## src/design/rpn_calc_pkg.sv

```systemverilog
// Shared types and constants for the postfix add/multiply evaluator.
// No dependencies; imported by every module of the block.
package rpn_calc_pkg;

    localparam int DATA_W          = 32;
    localparam int CHAR_W          = 8;
    localparam int DIGIT_W         = 4;
    localparam int DEF_STACK_DEPTH = 64;

    localparam logic [CHAR_W-1:0] CH_ZERO    = 8'd48;
    localparam logic [CHAR_W-1:0] CH_NINE    = 8'd57;
    localparam logic [CHAR_W-1:0] CH_SPACE   = 8'd32;
    localparam logic [CHAR_W-1:0] CH_NEWLINE = 8'd10;
    localparam logic [CHAR_W-1:0] CH_PLUS    = 8'd43;
    localparam logic [CHAR_W-1:0] CH_STAR    = 8'd42;

    typedef logic [DATA_W-1:0] word_t;

    typedef enum logic [1:0] {
        STK_HOLD = 2'd0,
        STK_PUSH = 2'd1,
        STK_REPL = 2'd2,
        STK_UPWR = 2'd3
    } stk_op_t;

    typedef struct packed {
        stk_op_t op;
        logic    rot;
    } cell_ctrl_t;

endpackage

```

## src/design/rpn_calc_cell.sv

```systemverilog
// One operand stack cell of the shifting stack chain.
// Depends on rpn_calc_pkg for the cell control struct and word type.
module rpn_calc_cell
    import rpn_calc_pkg::*;
#(
    parameter bit IS_TOP    = 1'b0,
    parameter bit IS_BOTTOM = 1'b0
)
(
    input  logic       clk,
    input  cell_ctrl_t ctrl,
    input  word_t      wr_value,
    input  word_t      spill_value,
    input  word_t      prev_data,
    input  word_t      next_data,
    input  word_t      next_post,
    output word_t      data,
    output word_t      post
);

    word_t data_reg;
    word_t data_next;

    always_comb
    begin
        case (ctrl.op)
            STK_PUSH: post = IS_TOP ? wr_value : prev_data;
            STK_REPL: post = IS_TOP ? wr_value : (IS_BOTTOM ? spill_value : data_reg);
            STK_UPWR: post = IS_TOP ? wr_value : next_data;
            default:  post = data_reg;
        endcase
        data_next = ctrl.rot ? next_post : post;
    end

    always_ff @(posedge clk)
    begin
        data_reg <= data_next;
    end

    assign data = data_reg;

endmodule

```

## config.mk

```make
export PLATFORM = sky130hd
export DESIGN_NAME = rpn_calc_cell
export DESIGN_NICKNAME = d
export VERILOG_FILES = /design/src/design/rpn_calc_pkg.sv /design/src/design/rpn_calc_cell.sv
export SDC_FILE = /design/constraint.sdc
export NUM_CORES = 1
export LEC_CHECK = 0
export BUFFER_PORTS_ARGS = -buffer_cell sky130_fd_sc_hd__buf_2
export CELL_PAD_IN_SITES_DETAIL_PLACEMENT = 0
export CELL_PAD_IN_SITES_GLOBAL_PLACEMENT = 1
export CORE_MARGIN = 2
export CORE_UTILIZATION = 24
export CTS_BUF_LIST = sky130_fd_sc_hd__clkbuf_4
export DETAILED_ROUTE_END_ITERATION = 7
export PLACE_DENSITY = 0.9
export SYNTH_ARGS = -nofsm -noshare
export SYNTH_HDL_FRONTEND = slang
export SYNTH_SLANG_ARGS = --single-unit
```

## constraint.sdc

```tcl
create_clock -name clk -period 1.22 [get_ports clk]
set_input_delay 0.061 -clock clk [delete_from_list [all_inputs] [get_ports clk]]
set_output_delay 0.061 -clock clk [all_outputs]
set_load 0.02 [all_outputs]
```

# ---- Word level (Yosys, flattened, before mapping)
# Index checks and enable logic that the tools add are counted.
dict set report op_classes {
  eq_ne 2
  mux 2
}
# cell count
set ops {}
lappend ops {{$pmux W32 S2} 1}
lappend ops {{$mux W32} 1}
lappend ops {{$eq A2 B1 Y1 const B} 1}
lappend ops {{$eq A2 B2 Y1 const B} 1}
dict set report word_totals {
  reg_bits 32
  in_bits 164
  word_cells 5
}

# ---- Depth between registers and ports, before layout
dict set report depth {
  word_depth 3
  depth_mapped 5
}

# ---- Worst setup path after synthesis
# Ideal clock, no wire load.
dict set report synth_path {
  path_type {input to output}
  startpoint {input port ctrl[2] in the netlist's numbering}
  endpoint {output port post[30]}
  path_stages 4
  path_buffers 2
  required_time_ns 1.159
  arrival_time_ns 0.904
  setup_slack_ns 0.255
  cell_sequence {buf_4 buf_4 mux2i_1 a21oi_1}
}
dict set report synth_via {
  elab_chain_len 2
  word_cells_on_any_way 3
  classes_between {eq/ne: 2; mux: 1}
}
# element line_no
set synth_lines {}
lappend synth_lines {{start: declaration} rpn_calc_cell.sv:11} ;# input cell_ctrl_t ctrl,
lappend synth_lines {{$eq A2 B2 Y1 or $eq A2 B1 Y1 (tied branches)} rpn_calc_cell.sv:26} ;# case (ctrl.op)
lappend synth_lines {{$pmux W32 S2 (*)} rpn_calc_cell.sv:26}
lappend synth_lines {{end: declaration} rpn_calc_cell.sv:18} ;# output word_t post
# Mark *: on every way between the ends. The rest lies on a longest branch, timed or not.

# ---- Final worst setup path
dict set report layout_path {
  startpoint {register data_reg[0], in the netlist data[0]}
  endpoint {output port post[0]}
}
dict set report layout_via {
  elab_chain_len 1
}
# element line_no
set layout_lines {}
lappend layout_lines {{start: declaration} rpn_calc_cell.sv:21} ;# word_t data_reg;
lappend layout_lines {{start signal: assignment} rpn_calc_cell.sv:37} ;# data_reg <= data_next;
lappend layout_lines {{$pmux W32 S2} rpn_calc_cell.sv:26}
# No other way between the ends.

==> metrics <==
Crit. Startpoint data[0]$_DFF_P_; Max-slew headroom 0.8093; CTS tree done; RSZ-0062 raised after global routing false; WP data arrival approximately 1.1 ns; final worst slack 0.09559 ns; pwr/cell area 930.8 mW/mm2; I/O Buffers 163; Worst R2R Start data[13]$_DFF_P_; final instance area 0.003357 mm2; slowest CP cell dfxtp_1; clock sink count 32; placed cell areas 0.002963 mm2; Final Skew 0 ns; r2r worst-path depth 2; crit end category primary output; CP Launch Type flop; drt pass-1 iters 4; number of global-route vias before repair roughly 2,200; WP data required 1.16 ns; syn nets just over 400; Final period util 0.9217; fill cell count 849; final hold slack 0.05788 ns; Yosys cell types 13; IO Count approximately 230; Buf+Inv Stages, Crit Path 1; worst skew pair latency 0.33 ns; Max IR drop VDD 0.0003891 V; DPL Wire Length 4832 um; die area 0.009273 mm2; DIE WIDTH around 96 um; CP Depth 3; synthesized instance count roughly 250; DRT antenna net count 0; Routed Wire Length between 6000 and 7000 um; first-pass GRT wire length approximately 10,000 um; max FFs per register 32; worst setup path end post[0]; clock root buffer clkbuf_4; type of the tightest min-delay check primary input to flop; DRT iter0 DRCs 66; Area Growth Syn to Fin 64.20%; endpoints failing setup 0; Final GP Congestion ~0.76; final hold violation count 0; R2R Path End data[13]$_DFF_P_; R2R setup slack 0.32 ns; Max Fanout on Critical Path 3; initial antenna violation count 0; pin count of the biggest net entering global routing 51; share of cells above drive strength 1 0.4233; Max Slew Vio Count 0; CP Class flop to primary output; CP max stage delay 0.37 ns; Bufs on Longest Clock Path 2; Tightest Pin Transition between 0.2 and 0.3 ns; via count 2,505; P_leak 1.651 nW; Seq cells post-synth 32; DRC violations left 0; Via density 4.622; n_diodes 0; hold path depth 3; Post-Syn Area 0.002044 mm2; mean cell area of the mapped netlist between 8 and 9 um2; fin nets 600; Core Region 0.008217 mm2; top cell family by delay on the critical path flip-flops; commonest non-fill, non-tap cell in the layout buf_2; GR Overflow Total 0; clock buffer count from CTS 5; Synth Warn # 0; initial core utilization 0.2488; clock-pin slew on the worst setup and hold paths between 0.1 and 0.15 ns; Max Cap Violations 0; Final Critical Period 1.124 ns; Overall Global Routing Usage 0.1381; CTS H-tree depth 2; highest clock rate 0.8894 GHz; row cnt 33; Die Span Y 96.30 um; Routed WL per cell 12.66 um; worst path cell trace nor2_1, a21oi_1, buf_2; outcome finished, final reports clean; setup TNS 0 ns; post-synthesis sequential area ratio 0.3133; Post-Place Setup Slack 0.1807 ns
-- routing by layer --
| metal | up-vias | track usage | wire, um |
|---|---|---|---|
| met1 | 1121 | 0.1604 | 2831 |
| met5 | - | 0 | 0 |
| met4 | 0 | 0.03404 | 80 |
| met3 | 9 | 0.03602 | 548 |
| li1 | 1271 | - | - |
| met2 | 104 | 0.2512 | 3400 |
-- timing repair --
| action | in CTS | in global routing |
|---|---|---|
| setup endpoints to repair | 0 | 5 |
| hold endpoints to repair | 32 | 0 |
| setup buffers | 0 | 0 |
| gates resized for setup | 0 | 8 |
| hold buffers | 32 | 0 |
-- cell type report --
type	instances	area (um2)	share of cell area
Sequential cell	32	644.4	0.1919
Clock inverter	1	3.754	0.001118
Multi-Input combinational cell	193	1261	0.3757
Tap cell	105	131.4	0.03914
Clock buffer	7	52.55	0.01565
Timing Repair Buffer	204	1264	0.3764
-- cell usage after synthesis --
master | count | area [um2]
buf_6 | 3 | 33.78
dfxtp_1 | 32 | 640.6
mux2i_1 | 32 | 320.3
buf_2 | 12 | 60.06
nand2b_1 | 1 | 6.260
o211ai_2 | 2 | 25.02
or3b_1 | 32 | 280.3
clkbuf_1 | 4 | 15.01
nor2_1 | 32 | 120.1
nand2_1 | 32 | 120.1
o211ai_1 | 30 | 225.2
a21oi_1 | 32 | 160.2
buf_4 | 5 | 37.54
-- worst min-delay path by stage --
stage	start	end
6_report	prev_data[22]	data[22]$_DFF_P_
5_1_grt	prev_data[23]	data[23]$_DFF_P_
4_1_cts	prev_data[22]	data[22]$_DFF_P_
3_5_place_dp	next_post[30]	data[30]$_DFF_P_
3_3_place_gp	next_post[30]	data[30]$_DFF_P_
2_1_floorplan	next_post[30]	data[30]$_DFF_P_
-- power by group --
group          internal, W  switching, W
clock             0.000266      0.000375
combinational     0.000565      0.000684
sequential         0.00116     0.0000764
total              0.00199       0.00114
-- metrics by stage --
step | instances | total power, W | util
floorplan | 249 | 0.001956 | -
global placement | 502 | 0.002399 | 0.3606
detailed placement | 502 | 0.002418 | 0.3606
CTS | 542 | 0.003177 | 0.4064
global route | 542 | 0.003342 | 0.4086
finish | 542 | 0.003125 | 0.4086
-- logic make-up after synthesis --
group / count (synthesis) / synth area share
muxes: 32 / 0.1567
buffers and inverters: 24 / 0.07160
and+or+nand+nor: 97 / 0.2577
AOI/OAI and AO/OA: 64 / 0.2007
DFF: 32 / 0.3133
-- worst min-delay path, delay by kind of cell --
family,cells,cell delay [ns]
compound gates,1,0.16
mux,1,0.07
buf+inv,1,0.07
Power figures use the tool's default switching activity.
