File: config.mk
export PLATFORM = sky130hd
export DESIGN_NAME = rpn_calc_obuf
export DESIGN_NICKNAME = d
export VERILOG_FILES = /design/src/design/rpn_calc_pkg.sv /design/src/design/rpn_calc_obuf.sv
export SDC_FILE = /design/constraint.sdc
export NUM_CORES = 1
export LEC_CHECK = 0
export ABC_AREA = 0
export BUFFER_PORTS_ARGS = -buffer_cell sky130_fd_sc_hd__buf_2
export CAP_MARGIN = 20
export CORE_UTILIZATION = 30
export DETAILED_ROUTE_END_ITERATION = 8
export GPL_ROUTABILITY_DRIVEN = 0
export HOLD_SLACK_MARGIN = 0.03
export PLACE_DENSITY = 0.48
export SYNTH_ARGS = -nofsm -noshare
export SYNTH_HDL_FRONTEND = slang
export SYNTH_SLANG_ARGS = --single-unit
File: constraint.sdc
create_clock -name clk -period 4.2 [get_ports clk]
set_input_delay 0.84 -clock clk [delete_from_list [all_inputs] [get_ports clk]]
set_output_delay 0.84 -clock clk [all_outputs]
set_load 0.005 [all_outputs]
File: src/design/rpn_calc_pkg.sv
// Shared types and constants for the postfix add/multiply evaluator.
// No dependencies; imported by every module of the block.
package rpn_calc_pkg;

    localparam int DATA_W          = 32;
    localparam int CHAR_W          = 8;
    localparam int DIGIT_W         = 4;
    localparam int DEF_STACK_DEPTH = 64;

    localparam logic [CHAR_W-1:0] CH_ZERO    = 8'd48;
    localparam logic [CHAR_W-1:0] CH_NINE    = 8'd57;
    localparam logic [CHAR_W-1:0] CH_SPACE   = 8'd32;
    localparam logic [CHAR_W-1:0] CH_NEWLINE = 8'd10;
    localparam logic [CHAR_W-1:0] CH_PLUS    = 8'd43;
    localparam logic [CHAR_W-1:0] CH_STAR    = 8'd42;

    typedef logic [DATA_W-1:0] word_t;

    typedef enum logic [1:0] {
        STK_HOLD = 2'd0,
        STK_PUSH = 2'd1,
        STK_REPL = 2'd2,
        STK_UPWR = 2'd3
    } stk_op_t;

    typedef struct packed {
        stk_op_t op;
        logic    rot;
    } cell_ctrl_t;

endpackage

File: src/design/rpn_calc_obuf.sv
// Two-entry result buffer (head plus skid) in front of the master stream.
// Depends on rpn_calc_pkg for the word type.
module rpn_calc_obuf
    import rpn_calc_pkg::*;
(
    input  logic  clk,
    input  logic  rst_n,
    input  logic  push,
    input  word_t push_data,
    input  logic  pop_ready,
    output logic  room,
    output logic  head_valid,
    output word_t head_data
);

    logic [1:0] cnt_reg, cnt_next;
    word_t      head_reg, head_next, skid_reg, skid_next;
    logic       pop;

    assign head_valid = (cnt_reg != 2'd0);
    assign head_data  = head_reg;
    assign room       = (cnt_reg != 2'd2);
    assign pop        = head_valid && pop_ready;

    always_comb
    begin
        head_next = head_reg;
        skid_next = skid_reg;
        cnt_next  = cnt_reg + {1'b0, push} - {1'b0, pop};
        if (pop)
        begin
            head_next = (cnt_reg == 2'd2) ? skid_reg : push_data;
        end
        else if (push)
        begin
            if (cnt_reg == 2'd0)
            begin
                head_next = push_data;
            end
            else
            begin
                skid_next = push_data;
            end
        end
    end

    always_ff @(posedge clk)
    begin
        head_reg <= head_next;
        skid_reg <= skid_next;
    end

    always_ff @(posedge clk or negedge rst_n)
    begin
        if (!rst_n)
        begin
            cnt_reg <= 2'd0;
        end
        else
        begin
            cnt_reg <= cnt_next;
        end
    end

endmodule

# Word-level counts from Yosys, hierarchy flattened
# Index checks and enable logic that the tools add are counted.
totals:
  output_inout_bits: 34
  input_bits: 36
  register_bits: 66
  elab_cells: 20
classes:
  n_eq_ne: 2
  bitwise_logic: 2
  mux: 4
  n_reduce_logical: 7
  n_addsub: 2
ops:
  columns: ["cell", "n"]
  rows:
  - ["$mux W32", 4]
  - ["$reduce_bool A2 Y1", 3]
  - ["$reduce_and A3 Y1", 1]
  - ["$add A2 B1 Y2", 1]
  - ["$eq A2 B2 Y1 const B", 1]
  - ["$logic_not A2 Y1", 1]
  - ["$ne A2 B2 Y1 const B", 1]
  - ["$not A1 Y1", 2]
  - ["$reduce_and A2 Y1", 1]
  - ["$sub A2 B1 Y2", 1]
  - ["$logic_and A1 B1 Y1", 1]

# Depth between registers and ports, before layout
# Gate-level depths: netlist of the first run.
logic_depth:
  word_depth: 4
  mapped_depth: 7
  mapped_depth_nobuf: 7

# Worst setup path after synthesis of the first run
# No wires, ideal clock.
synth_timing:
  kind: "input port to flip-flop"
  startpoint: "in pop_ready"
  endpoint: "reg skid_reg[0] (enable)"
  path_slack_ns: 0.489
  t_arrival_ns: 3.243
  setup_time_ns: 0.468
  path_buffers: 0
  required_time_ns: 3.732
  stages: 1
  path_cell_list: "nor3b_1"
synth_between:
  elab_chain_len: 3
synth_lines:
  columns: ["element", "line", "rtl"]
  rows:
  - ["from (decl)", "rpn_calc_obuf.sv:10", "input logic pop_ready,"]
  - ["$logic_and A1 B1 Y1", "rpn_calc_obuf.sv:23", "assign pop = head_valid && pop_ready;"]
  - ["$not A1 Y1 (no line)", null, null]
  - ["$reduce_and A3 Y1 (no line)", null, null]
  - ["to (signal assigned)", "rpn_calc_obuf.sv:50", "skid_reg <= skid_next;"]
  - ["to (decl)", "rpn_calc_obuf.sv:17", "word_t head_reg, head_next, skid_reg, skid_next;"]
# No other way between the ends.
# A chain may end at the register's enable or synchronous reset.

# Worst setup path in the final report of the first run
layout_timing:
  startpoint: "reg cnt_reg[1]"
  endpoint: "out head_valid"
layout_between:
  elab_chain_len: 1
layout_lines:
  columns: ["element", "line", "rtl"]
  rows:
  - ["from (decl)", "rpn_calc_obuf.sv:16", "logic [1:0] cnt_reg, cnt_next;"]
  - ["from (signal assigned)", "rpn_calc_obuf.sv:61", "cnt_reg <= cnt_next;"]
  - ["$reduce_bool A2 Y1", "rpn_calc_obuf.sv:20", "assign head_valid = (cnt_reg != 2'd0);"]
  - ["to (decl)", "rpn_calc_obuf.sv:12", "output logic head_valid,"]
# No other way between the ends.

==> results of run 1 <==
## worst min path at each step
| stage | from | endpoint | cells after the start |
|---|---|---|---|
| final | rst_n | cnt_reg[0] | 1 |
| after global routing | rst_n | cnt_reg[1] | 1 |
| after CTS | rst_n | cnt_reg[0] | 1 |
| after detailed placement | skid_reg[6] | head_data[6] | 1 |
| after global placement | skid_reg[6] | head_data[6] | 1 |
| after floorplan | skid_reg[29] | head_data[29] | 1 |
## worst max-delay path: stages (launching register included)
cell and delay [ps]:
dfrtp_1 440, nor2_1 290, inv_1 70, buf_2 130
## stage by stage
stage	setup WS, ps	std cells	utilization (%)	power, uW
floorplan	489	114	-	1210
global placement	1960	286	36.8	1350
detailed placement	1910	286	36.8	1370
CTS	2070	302	39.7	2000
global route	1990	302	39.7	2070
finish	2100	302	39.7	1970
## per-layer routing
metal	routed length, um	GRT usage [%]	up-vias
li1	-	-	596
met1	1770	11.8	639
met2	2370	17.1	40
met3	304	4.75	6
met4	82	5.30	0
met5	0	0	-
## cell type report
class	count	area [sq um]	area share, %
repair buffers	70	353	10.8
clock buffers	11	131	4.01
multi-input cells	42	573	17.5
well taps	105	131	4.01
clock inverters	5	103	3.13
flip-flops and latches	66	1970	60.2
inverters	3	11.3	0.344
## power by group through the flow
stage               Sequential (uW)  Combinational, uW  Clock, uW
floorplan                       958                257          0
global placement                944                408          0
detailed placement              954                419          0
CTS                             939                422        643
global route                    950                450        669
finish                          936                409        624
## cell usage in the layout (no fill, tap or decap)
cell type and instances:
nor3b_2 1, xnor2_1 2, nor2b_1 1, clkbuf_1 2
edfxtp_1 64, buf_2 69, ha_1 2, inv_1 3
mux2_2 3, nor2_1 1, dfrtp_1 2, nand2_1 1
bufinv_16 3, clkinv_1 1, clkbuf_8 9, nand3b_4 1
mux2_4 30, buf_4 1, clkinv_4 1
## kinds of logic (layout without fill, tap and decap cells)
| logic type | count (synthesis) | in the layout | synth area share [%] |
|---|---|---|---|
| xor+xnor | 2 | 2 | 0.678 |
| fa+ha+maj | 2 | 2 | 0.968 |
| buf+inv | 6 | 89 | 1.74 |
| flops | 66 | 66 | 76.3 |
| mux | 33 | 33 | 18.7 |
| simple gates | 5 | 5 | 1.60 |
==> impl_metrics.ini, run 1 <==
[setup_path]
reg2regPathDepth = 2
start_kind = register
cp_max_fo = 4
worstSetupStartpoint = cnt_reg[1]
endpoint = head_valid
required_ps = 3360
cp-end-kind = output pin
cp_data_arrival_time_ps = 1260
reg2reg_slack_ps = 2320
reg2reg_to = head_data[3]
critical_path_class = register to output pin
rr_startpoint = cnt_reg[1]

[synthesis]
synth_top_flop_cell = edfxtp_1
synth_seq_cells = 66
netlist_top_cells_count = edfxtp_1, mux2_4, buf_6, inv_1, mux2_2
ys_seq_area_share_pct = 76.3
synthTopCellsByArea = edfxtp_1, mux2_4, dfrtp_1
synth_top_area_cell = edfxtp_1
avgSynthCellArea_sq_um = 22.7
synth_async_sr_flop_share_pct = 3.03
synth_cells = 114
synth_edf_count = 64
synthesis.nets = 152
synth_top_area_share_pct = 74.3
yosysWarnings = 0
synth_area_sq_um = 2580
yosysMostFrequentCell = edfxtp_1
synthDistinctLibCells = 13

[cts]
cts_hold_buffers = 0
cts_resized = 0
clock_latency_ps = 340
root_buffer = clkbuf_8
cts_buffers = 9
cts.sinks = 66
cts_tree = done
clockBufferDepth = 2
cts_setup_buffers = 0
clk_pin_slew_ps = 60
htreeDepth = 3

[floorplan]
die_w_um = 94.8
rows = 33
die_h_um = 94.8
io_pins = 70
start_util_pct = 31.3
die_area_sq_um = 8990
core_area_sq_um = 8260

[cells_and_area]
syn_to_final_growth_pct = 26.7
diodes = 0
fill_cells = 810
nNetsFinal = 230
drive_gt1_share_pct = 59.9
stdcell_area_sq_um = 3270

[place]
port_buffers = 69
place_area_sq_um = 3040

[timing]
holdWs_ps = 284
fin_crit_sh_pct = 50.1
fmax_ghz = 0.475
period_needed_ps = 2100
fin_setup_tns_ps = 0
slew_violations = 0
final_hold_viol_count = 0
fin_skew_ps = 7.64
tightestPinTransition_ps = 793
relSlewSlack_pct = 47.1
rsz0062_at_grt = false
setup_violations = 0

[global_route]
track_usage_pct = 10.6
grt_overflow = 0
antenna_found_initial = 0
grt_max_degree = 33
grt_pass1_wl_mm = 6.68
grt_pass1_vias = 1333

[detailed_routing]
drt-pass1-iter-count = 4
drt_iter0_drc = 69
drc = 0
vias_per_cell = 4.24
wl_mm = 4.52
ant_nets = 0
wire_per_inst_um = 15.0
via_count = 1281

[run_status]
status = finished, final reports clean

[pwr]
p_comb_share_pct = 20.8
p_seq_share_pct = 47.5
p_leak_uw = 0.00137
power.switching_uw = 468
powerDensity_nw_per_um2 = 602
ir_drop_mv = 0.283
clkPwrFrac_pct = 31.7
p_int_uw = 1500
sw_frac_of_total_pct = 23.8

[job]
drv_cap = 0

[hold_path]
hold_class = primary input to asynchronous set/reset pin
No activity file was read; power rests on OpenSTA's default activity.
==> run 2, diff against run 1 <==
Clock period 4.2 ns to 2.1 ns, I/O delays scaled along.
==> run 2 against run 1 <==
Compared with the run above: wire length is 1.8% lower; highest routed layer unchanged; hold slack worse by 14 ps; critical path type is now register to register; via count is 1.9% lower; clock-buffer cell count stayed put.
==> impl_metrics.ini, run 2 (synthesized netlist as in run 1, its figures left out) <==
[run_status]
status = finished, final reports clean

[timing]
fmax_ghz = 0.517
rsz0062_at_grt = false
fin_crit_sh_pct = 92.2
slew_violations = 0
fin_setup_tns_ps = 0
relSlewSlack_pct = 47.3
tightestPinTransition_ps = 791
period_needed_ps = 1940
setup_violations = 0
final_hold_viol_count = 0
fin_skew_ps = 6.52

[pwr]
p_leak_uw = 0.00136
ir_drop_mv = 0.440
p_seq_share_pct = 50.3
powerDensity_nw_per_um2 = 1140
sw_frac_of_total_pct = 25.4
power.switching_uw = 943
p_comb_share_pct = 22.7
clkPwrFrac_pct = 27.0
p_int_uw = 2770

[detailed_routing]
drt-pass1-iter-count = 4
wire_per_inst_um = 14.6
met3_length_um = 262
route.met2.wl_mm = 2.24
vias_per_cell = 4.13
drc = 0
ant_nets = 0
highest-signal-layer = met4
drt_iter0_drc = 17
wl_mm = 4.44
wl_met1_mm = 1.89
via_count = 1257

[floorplan]
io_pins = 70
core_area_sq_um = 8260
die_area_sq_um = 8990
die_h_um = 94.8
start_util_pct = 31.3
rows = 33
die_w_um = 94.8

[cells_and_area]
multi_input_area_sq_um = 579
fin_util_pct = 39.5
syn_to_final_growth_pct = 26.2
mostFrequentLayoutCells = buf_2, edfxtp_1, mux2_4, clkbuf_8
nNetsFinal = 232
regArea_sq_um = 1970
fill_cells = 776
final_common_cell = buf_2
drive_gt1_share_pct = 60.3
diodes = 0

[cts]
cts_setup_buffers = 0
clockBufferDepth = 2
clk_pin_slew_ps = 70
htreeDepth = 3
cts_buffers = 9
root_buffer = clkbuf_8
cts_tree = done
cts.sinks = 66
clock_latency_ps = 340

[job]
drv_cap = 0

[setup_path]
cp-end-kind = register
critical_path_class = register to register
start_kind = register
cp_data_arrival_time_ps = 1900
cp_max_fo = 32
required_ps = 2060

[global_route]
grt_max_degree = 33
antenna_found_initial = 0
grt_pass1_wl_mm = 6.62
track_usage_pct = 10.5
grt_pass1_vias = 1344
grt_overflow = 0

[hold_path]
hold_class = primary input to register

[place]
port_buffers = 69
dp_hpwl_mm = 3.03
run 2: cell types whose count changed in the layout (fill, tap and decap cells not counted):
cell and change:
clkinvlp_4 +2, nor3b_2 -1, clkinv_2 +2, nor3b_4 +1, dlygate4sd3_1 +1, buf_12 +1
clkinv_1 -1, bufinv_16 -2, clkinv_4 -1
run 2: worst max-delay path: stages (launching register included):
cell	delay (ps)
dfrtp_1	450
nor2_1	340
mux2_2	760
run 2: area by class of cell:
class	count	share of cell area, %
sequential	66	60.4
clock buffer	11	4.03
tap	105	4.03
multi-input combinational	42	17.8
inverter	3	0.345
clock inverter	5	1.69
timing repair buffer	72	11.7
run 2: final timing paths:
check,start,to,slack [ps],depth (start not counted)
worst max-delay path,cnt_reg[1],head_data[20],160,2
worst min-delay path,push_data[16],skid_reg[16],270,1
worst max register to register,cnt_reg[1],head_data[20],160,2
worst min register to register,skid_reg[11],head_data[11],550,1
max in group asynchronous,rst_n,cnt_reg[1],1600,2
min in group asynchronous,rst_n,cnt_reg[0],400,2
run 2: layer usage:
metal,global-route usage (%),up-vias
met5,0,-
met4,5.68,0
met3,4.83,5
met2,16.5,44
met1,11.8,605
li1,-,603
run 2: what timing repair did:
item                      in CTS  in global routing
hold buffers                   1                  0
hold endpoints to repair       2                  0
gates resized for setup        0                  0
run 2: power by group through the flow:
| stage | Clock [uW] | Combinational [uW] | Sequential, uW |
|---|---|---|---|
| global route | 1100 | 926 | 1890 |
| finish | 1000 | 843 | 1870 |
| CTS | 1040 | 867 | 1880 |
| global placement | 0 | 836 | 1890 |
| detailed placement | 0 | 864 | 1900 |
| floorplan | 0 | 522 | 1910 |
run 2: per-stage QoR:
| step | setup slack, ps | instances | total power (uW) | area (sq um) | hold WS [ps] |
|---|---|---|---|---|---|
| 3_3_place_gp | 232 | 287 | 2720 | 3070 | 207 |
| 2_1_floorplan | 259 | 114 | 2430 | 2600 | 124 |
| 4_1_cts | 134 | 304 | 3780 | 3260 | 250 |
| 6_report | 164 | 304 | 3710 | 3260 | 270 |
| 5_1_grt | 23.5 | 304 | 3920 | 3260 | 240 |
| 3_5_place_dp | 147 | 287 | 2770 | 3070 | 215 |
