**config.mk**
```make
export PLATFORM = sky130hd
export DESIGN_NAME = rpn_calc_ctrl
export DESIGN_NICKNAME = d
export VERILOG_FILES = /design/src/design/rpn_calc_pkg.sv /design/src/design/rpn_calc_ctrl.sv
export SDC_FILE = /design/constraint.sdc
export NUM_CORES = 2
export LEC_CHECK = 0
export BUFFER_PORTS_ARGS = -buffer_cell sky130_fd_sc_hd__buf_4
export CAP_MARGIN = 10
export CELL_PAD_IN_SITES_DETAIL_PLACEMENT = 1
export CELL_PAD_IN_SITES_GLOBAL_PLACEMENT = 2
export CORE_ASPECT_RATIO = 2
export CORE_MARGIN = 2
export CORE_UTILIZATION = 30
export CTS_BUF_LIST = sky130_fd_sc_hd__clkbuf_4 sky130_fd_sc_hd__clkbuf_8
export CTS_CLUSTER_DIAMETER = 80
export CTS_CLUSTER_SIZE = 20
export DETAILED_ROUTE_END_ITERATION = 12
export MAX_ROUTING_LAYER = met4
export PLACE_DENSITY_LB_ADDON = 0.1
export SYNTH_ARGS = -nofsm -noshare
export SYNTH_HDL_FRONTEND = slang
export SYNTH_SLANG_ARGS = --single-unit
```
**constraint.sdc**
```tcl
create_clock -name clk -period 10.95 [get_ports clk]
set_input_delay 0 -clock clk [delete_from_list [all_inputs] [get_ports clk]]
set_output_delay 0 -clock clk [all_outputs]
set_load 0.005 [all_outputs]
```
**src/design/rpn_calc_pkg.sv**
```systemverilog
// Shared types and constants for the postfix add/multiply evaluator.
// No dependencies; imported by every module of the block.
package rpn_calc_pkg;

    localparam int DATA_W          = 32;
    localparam int CHAR_W          = 8;
    localparam int DIGIT_W         = 4;
    localparam int DEF_STACK_DEPTH = 64;

    localparam logic [CHAR_W-1:0] CH_ZERO    = 8'd48;
    localparam logic [CHAR_W-1:0] CH_NINE    = 8'd57;
    localparam logic [CHAR_W-1:0] CH_SPACE   = 8'd32;
    localparam logic [CHAR_W-1:0] CH_NEWLINE = 8'd10;
    localparam logic [CHAR_W-1:0] CH_PLUS    = 8'd43;
    localparam logic [CHAR_W-1:0] CH_STAR    = 8'd42;

    typedef logic [DATA_W-1:0] word_t;

    typedef enum logic [1:0] {
        STK_HOLD = 2'd0,
        STK_PUSH = 2'd1,
        STK_REPL = 2'd2,
        STK_UPWR = 2'd3
    } stk_op_t;

    typedef struct packed {
        stk_op_t op;
        logic    rot;
    } cell_ctrl_t;

endpackage

```
**src/design/rpn_calc_ctrl.sv**
```systemverilog
// Character decode, pending number, stack pointer, ALU and realign counter.
// Depends on rpn_calc_pkg; drives the cell chain and the output buffer.
module rpn_calc_ctrl
    import rpn_calc_pkg::*;
#(
    parameter int STACK_DEPTH = DEF_STACK_DEPTH
)
(
    input  logic              clk,
    input  logic              rst_n,
    input  logic              in_valid,
    input  logic [CHAR_W-1:0] char_code,
    input  logic              last,
    input  logic              out_room,
    input  word_t             tos,
    input  word_t             nos,
    input  word_t             post_top,
    output logic              in_ready,
    output cell_ctrl_t        ctrl,
    output word_t             wr_value,
    output word_t             spill_value,
    output logic              res_push,
    output word_t             res_value
);

    localparam int PTR_W = (STACK_DEPTH > 1) ? $clog2(STACK_DEPTH) : 1;
    localparam logic [PTR_W-1:0] PTR_MAX = PTR_W'(STACK_DEPTH - 1);

    logic [PTR_W-1:0] ptr_reg, ptr_next, ptr_after;
    logic [PTR_W-1:0] realign_reg, realign_next;
    word_t            pend_reg, pend_next, pend_x10, alu_a, alu_b, alu_out;
    logic             inprog_reg, inprog_next;
    logic             accept, is_digit, is_sep, is_op, ends;
    stk_op_t          stk_op;
    logic             stk_rot;

    assign in_ready = (realign_reg == '0) && out_room;
    assign accept   = in_valid && in_ready;
    assign ends     = accept && last;
    assign is_digit = (char_code >= CH_ZERO) && (char_code <= CH_NINE);
    assign is_sep   = (char_code == CH_SPACE) || (char_code == CH_NEWLINE);
    assign is_op    = (char_code == CH_PLUS) || (char_code == CH_STAR);
    assign pend_x10 = {pend_reg[DATA_W-4:0], 3'b000} + {pend_reg[DATA_W-2:0], 1'b0};
    assign alu_a    = inprog_reg ? tos : nos;
    assign alu_b    = inprog_reg ? pend_reg : tos;
    assign alu_out  = (char_code == CH_PLUS) ? alu_a + alu_b : alu_a * alu_b;

    always_comb
    begin
        stk_op      = STK_HOLD;
        wr_value    = pend_reg;
        pend_next   = pend_reg;
        inprog_next = inprog_reg;
        if (accept)
        begin
            if (is_digit)
            begin
                pend_next   = pend_x10 + DATA_W'(char_code[DIGIT_W-1:0]);
                inprog_next = 1'b1;
                if (last)
                begin
                    stk_op   = STK_PUSH;
                    wr_value = pend_next;
                end
            end
            else if (is_op)
            begin
                stk_op      = inprog_reg ? STK_REPL : STK_UPWR;
                wr_value    = alu_out;
                pend_next   = '0;
                inprog_next = 1'b0;
            end
            else if (is_sep || last)
            begin
                if (inprog_reg)
                begin
                    stk_op = STK_PUSH;
                end
                pend_next   = '0;
                inprog_next = 1'b0;
            end
        end
        if (ends)
        begin
            pend_next   = '0;
            inprog_next = 1'b0;
        end
    end

    always_comb
    begin
        case (stk_op)
            STK_PUSH: ptr_after = (ptr_reg == PTR_MAX) ? '0 : ptr_reg + 1'b1;
            STK_UPWR: ptr_after = (ptr_reg == '0) ? PTR_MAX : ptr_reg - 1'b1;
            default:  ptr_after = ptr_reg;
        endcase
        ptr_next     = ptr_after;
        realign_next = (realign_reg == '0) ? '0 : realign_reg - 1'b1;
        stk_rot      = (realign_reg != '0);
        if (ends)
        begin
            ptr_next     = '0;
            stk_rot      = (ptr_after != '0);
            realign_next = (ptr_after == '0) ? '0 : ptr_after - 1'b1;
        end
    end

    assign ctrl        = '{op: stk_op, rot: stk_rot};
    assign spill_value = pend_reg;
    assign res_push    = ends;
    assign res_value   = post_top;

    always_ff @(posedge clk or negedge rst_n)
    begin
        if (!rst_n)
        begin
            ptr_reg     <= '0;
            realign_reg <= '0;
            pend_reg    <= '0;
            inprog_reg  <= 1'b0;
        end
        else
        begin
            ptr_reg     <= ptr_next;
            realign_reg <= realign_next;
            pend_reg    <= pend_next;
            inprog_reg  <= inprog_next;
        end
    end

endmodule

```
Word-level counts from Yosys, hierarchy flattened

Cells that the tools add are included.

Bits in registers: 45
Output and inout bits: 101
Logic and storage cells: 68

Mux-type cells: 32
Magnitude comparators: 2
Reductions and logical operators: 15
$add $sub $neg: 7
Eq/ne operators: 7
$mul: 1

Operators with widths:

| cell                                                                             | count |
|---|---|
| 32-bit two-way mux                                                               | 12 |
| 32-bit adder                                                                     | 2 |
| 6-bit two-way mux                                                                | 6 |
| 32-bit by 4-bit adder with 32-bit output                                         | 1 |
| 32-bit by 32-bit multiplier with 32-bit output                                   | 1 |
| 8-bit by 6-bit equality test with 1-bit output, second input constant            | 3 |
| 6-bit logical NOT                                                                | 3 |
| 6-bit by 1-bit subtractor with 6-bit output, second input constant               | 3 |
| 6-bit one-hot mux with 2 select lines                                            | 1 |
| 6-bit nonzero test                                                               | 2 |
| 1-bit two-way mux                                                                | 10 |
| 8-bit by 4-bit equality test with 1-bit output, second input constant            | 1 |
| 8-bit by 6-bit >= comparator with 1-bit output, second input constant            | 1 |
| 8-bit by 6-bit less-or-equal comparator with 1-bit output, second input constant | 1 |
| 6-bit by 1-bit adder with 6-bit output, second input constant                    | 1 |
| 6-bit equality test, second input constant                                       | 1 |
| 2-bit two-way mux                                                                | 3 |
| 1-bit logical AND                                                                | 4 |
| 4-bit nonzero test                                                               | 1 |
| 1-bit logical OR                                                                 | 3 |
| 2-bit by 1-bit equality test with 1-bit output, second input constant            | 1 |
| 2-bit equality test, second input constant                                       | 1 |
| 2-bit AND reduction                                                              | 1 |
| 2-bit nonzero test                                                               | 1 |

Logic depth before layout (Yosys ltp)

Word-level depth: 12
Gate-level depth with buffers: 32

Least setup slack after synthesis

No wires, ideal clock.

Path kind: reg2out
Start: reg inprog_reg
End: out wr_value[27]
Setup slack: 3.223 ns
Arrival time: 7.727 ns
Cell stages (with the launch flop): 31
Path through: dfrtp_1 > buf_6 > buf_6 > buf_6 > mux2i_1 > clkbuf_1 > buf_1 > nor2_1 > fa_1 > fa_1 > fa_1 > inv_1 > fa_1 > inv_1 > fa_1 > inv_1 > fa_1 > inv_1 > fa_1 > fa_1 > ha_1 > a21o_1 > a21o_1 > a21oi_1 > o21ai_0 > a31o_2 > a21oi_1 > mux2_2 > a21oi_1 > o22ai_1 > a31oi_1

Longest elaborated chain between the ends: 6
Elaborated cells on any way between the ends: 8
Those cells by class: add/sub (1); mul (1); mux (6)

RTL lines:

| item                                                                           | RTL line                                 | text |
|---|---|---|
| from (decl)                                                                    | rpn_calc_ctrl.sv:32                      | `logic inprog_reg, inprog_next;` |
| from (signal assigned)                                                         | rpn_calc_ctrl.sv:127                     | `inprog_reg <= inprog_next;` |
| 32-bit two-way mux, on equally long branches                                   | rpn_calc_ctrl.sv:44, rpn_calc_ctrl.sv:45 |  |
| 32-bit by 32-bit multiplier with 32-bit output or 32-bit adder (tied branches) | rpn_calc_ctrl.sv:46                      | `assign alu_out = (char_code == CH_PLUS) ? alu_a + alu_b : alu_a * alu_b;` |
| 32-bit two-way mux (*)                                                         | rpn_calc_ctrl.sv:46                      |  |
| 32-bit two-way mux (*)                                                         | rpn_calc_ctrl.sv:66                      | `else if (is_op)` |
| 32-bit two-way mux (*)                                                         | rpn_calc_ctrl.sv:56                      | `if (is_digit)` |
| 32-bit two-way mux (*)                                                         | rpn_calc_ctrl.sv:54                      | `if (accept)` |
| to (decl)                                                                      | rpn_calc_ctrl.sv:20                      | `output word_t wr_value,` |

Mark *: on every way between the ends. The rest lies on a longest branch, timed or not.

Worst setup path after layout

Start: reg inprog_reg
End: out wr_value[24]

The elaborated chain is that of the path after synthesis.

==> flow_summary.yaml <==
floorplan:
  dieArea_sq_um: 76900
  row_count: 141
  coreArea_sq_um: 73900
  die-height_um: 390
  pin_count: 210
  start_util_pct: 30.2
  die_w_um: 197
clock_tree:
  clock-root-buffer: "clkbuf_8"
  cts_setup_buffers: 0
  clk-insertion-delay-late_ns: 0.36
  clock_sinks: 45
  cts-resized-gates: 0
  htreeDepth: 2
  clk_pin_slew_worst_paths_ns: 0.12
  numCtsBuffers: 5
  cts_tree: "yes"
  clockBufferDepth: 2
logic_synthesis:
  syn-mean-instance-area_sq_um: 8.39
  ys_ff_latch: 45
  ys_warn_count: 0
  synth_flop_cell: "dfrtp_1"
  seq_area_frac_synth_pct: 5.04
  mappedNetlistNets: 3403
  syn_inst: 2665
  yosys-top-cells-area: "fa_1 37%, ha_1 12%, inv_1 7.5%"
  synth_edf_count: 0
  synthArstFlopShare_pct: 100
  synth_top_area_cell: "fa_1"
  yosysTopAreaCellShare_pct: 36.8
  syn_area_sq_um: 22400
  ys_types: 80
setup_path:
  endpoint_kind: "output pin"
  cp_num_buf_inv: 8
  slowest_stage: "dfrtp_4"
  cp-start-kind: "flop"
  path_delay_family: "adder cells"
  arrival_ns: 10.08
  critPathMaxStageDelay_ns: 1.07
  critPathRequiredTime_ns: 10.95
  cp_max_fo: 42
  timing.critical_path.mode_cell: "fa_1"
  startpoint: "inprog_reg"
  regToRegStartpoint: "spill_value[2]"
  worstSetupPathType: "reg2out"
sta:
  relSlewSlack_pct: 27.0
  setup_tns_ns: 0
  hold_viol: 0
  setup_viol: 0
  rsz0062_at_grt: "no"
  clock.fmax_mhz: 99.2
  fin_crit_ns: 10.08
  finalCritPeriodShare_pct: 92.1
  timing.final.max_slew_violations: 0
  tightest_slew_ns: 1.09
  clock_skew_ns: 0.0197
placed_design:
  hpwl_mm: 93.5
  numPortBuffers: 145
  globalplace.congestion: 0.973
  dp_cells: 3688
global_routing:
  grt_antenna_before_repair: 1
  grt_pass1_vias: 22970
  grt_pass1_wl_mm: 159
  grt_max_degree: 46
  overflow: 0
  grt.total_usage_pct: 30.0
route:
  drt-initial-drc-count: 853
  firstDrtPassIters: 6
  drc: 0
  ant_nets: 0
  vias_per_cell: 5.34
  wl_per_cell_um: 29.6
  wl_mm: 109
  dr_total_vias: 19752
min_path:
  min_from: "post_top[14]"
  hold_class: "in2out"
layout:
  nets: 3505
  synthToLayoutAreaGrowth_pct: 10.7
  largest_reg_flops: 32
  finalNonFillerCells: 3699
  drive_above_1_share_pct: 10.2
run_status:
  outcome: "complete, no violations"
job:
  cap_viol_max_count: 0
-- cells by family (layout without fill, tap and decap cells) --
logic type	count (synthesis)	after routing	synth area share, %
adders and majority gates	629	629	49.0
buffers and inverters	589	692	10.8
muxes	69	69	3.37
other	0	2	0
DFF	45	45	5.04
AOI/OAI and AO/OA	408	408	11.8
and+or+nand+nor	783	783	14.3
xor gates and xnor gates	142	142	5.72
-- metrics by stage --
stage          util, %  hold WS, ns  cell area [sq um]  worst slack [ns]
2_1_floorplan        -       -0.296              22400              3.22
3_3_place_gp      33.3    0.0000346              24600              1.34
3_5_place_dp      33.3    0.0000346              24600              1.41
4_1_cts           33.5    0.0000346              24800             0.968
5_1_grt           33.5   0.00000797              24800             0.641
6_report          33.5   0.00000198              24800             0.870
-- synth_stat cells, types with 13 or more instances --
| master | number |
|---|---|
| nor3_1 | 21 |
| nor2_1 | 414 |
| nand2_1 | 258 |
| a31oi_1 | 15 |
| ha_1 | 218 |
| xnor2_1 | 102 |
| xor2_1 | 37 |
| clkinv_1 | 16 |
| o22ai_1 | 22 |
| a21oi_1 | 109 |
| dfrtp_1 | 45 |
| clkbuf_1 | 74 |
| inv_1 | 445 |
| a21o_1 | 36 |
| mux2i_1 | 52 |
| o21a_1 | 13 |
| buf_4 | 34 |
| a22o_1 | 21 |
| fa_1 | 411 |
| a211oi_1 | 22 |
| o21ai_0 | 81 |
| nand3_1 | 15 |
-- per-layer routing --
| layer | wire [um] | track usage, % |
|---|---|---|
| met2 | 60000 | 56.6 |
| met1 | 39300 | 31.1 |
| met3 | 3110 | 1.27 |
| met4 | 7100 | 16.4 |
| met5 | 0 | - |
-- cell type report --
cell class | instances | area [sq um]
diodes | 2 | 5.00
well taps | 929 | 1160
multi-input cells | 2031 | 19000
clock buffers | 5 | 68.8
inverters | 467 | 1750
repair buffers | 217 | 1630
fillers | 8800 | 49200
flip-flops and latches | 45 | 1130
clock inverters | 3 | 47.5
-- worst paths after layout --
path	cells after the start	endpoint	slack (ns)
min in group asynchronous	2	spill_value[25]	0.19
hold / removal	0	res_value[14]	0.000002
setup reg to reg	13	spill_value[30]	6.90
hold reg to reg	1	realign_reg[0]	0.52
max in group asynchronous	2	inprog_reg	10.22
setup / recovery	27	wr_value[24]	0.87
-- worst reg2reg max path, stage by stage (launching register included) --
cell       delay, ns
dfrtp_1         0.55
fa_1            0.57
inv_1           0.06
fa_1            0.41
nor2b_1         0.18
o31ai_1         0.12
a21oi_1         0.36
o211ai_1        0.29
a21o_1          0.31
o2111ai_1       0.31
nand2_1         0.09
a221o_1         0.36
xnor2_1         0.17
o21ai_0         0.12
-- cells in the final DEF, fill, tap and decap left out, drive strengths merged, types with 6 or more instances in the layout --
cell / count
nand3: 15
and3: 7
a211oi: 22
dfrtp: 45
nor2: 414
o22ai: 22
fa: 411
a21o: 36
o21bai: 10
nor3b: 6
clkinv: 16
o211ai: 12
a22o: 21
ha: 218
or3: 7
xor2: 37
and2: 8
buf: 216
a21oi: 109
inv: 453
o21a: 13
nor3: 21
xnor2: 103
mux2i: 64
o21ai: 91
o22a: 6
a31oi: 15
nand2b: 11
nor2b: 10
nand2: 259
nand4: 11
-- what timing repair did --
action / in CTS / in global routing
hold buffers: 1 / 0
hold endpoints to repair: 45 / 0
setup endpoints to repair: 0 / 0
Power is not shown: default switching activity piles up to over one toggle a cycle in this logic, so the estimate is an artifact.
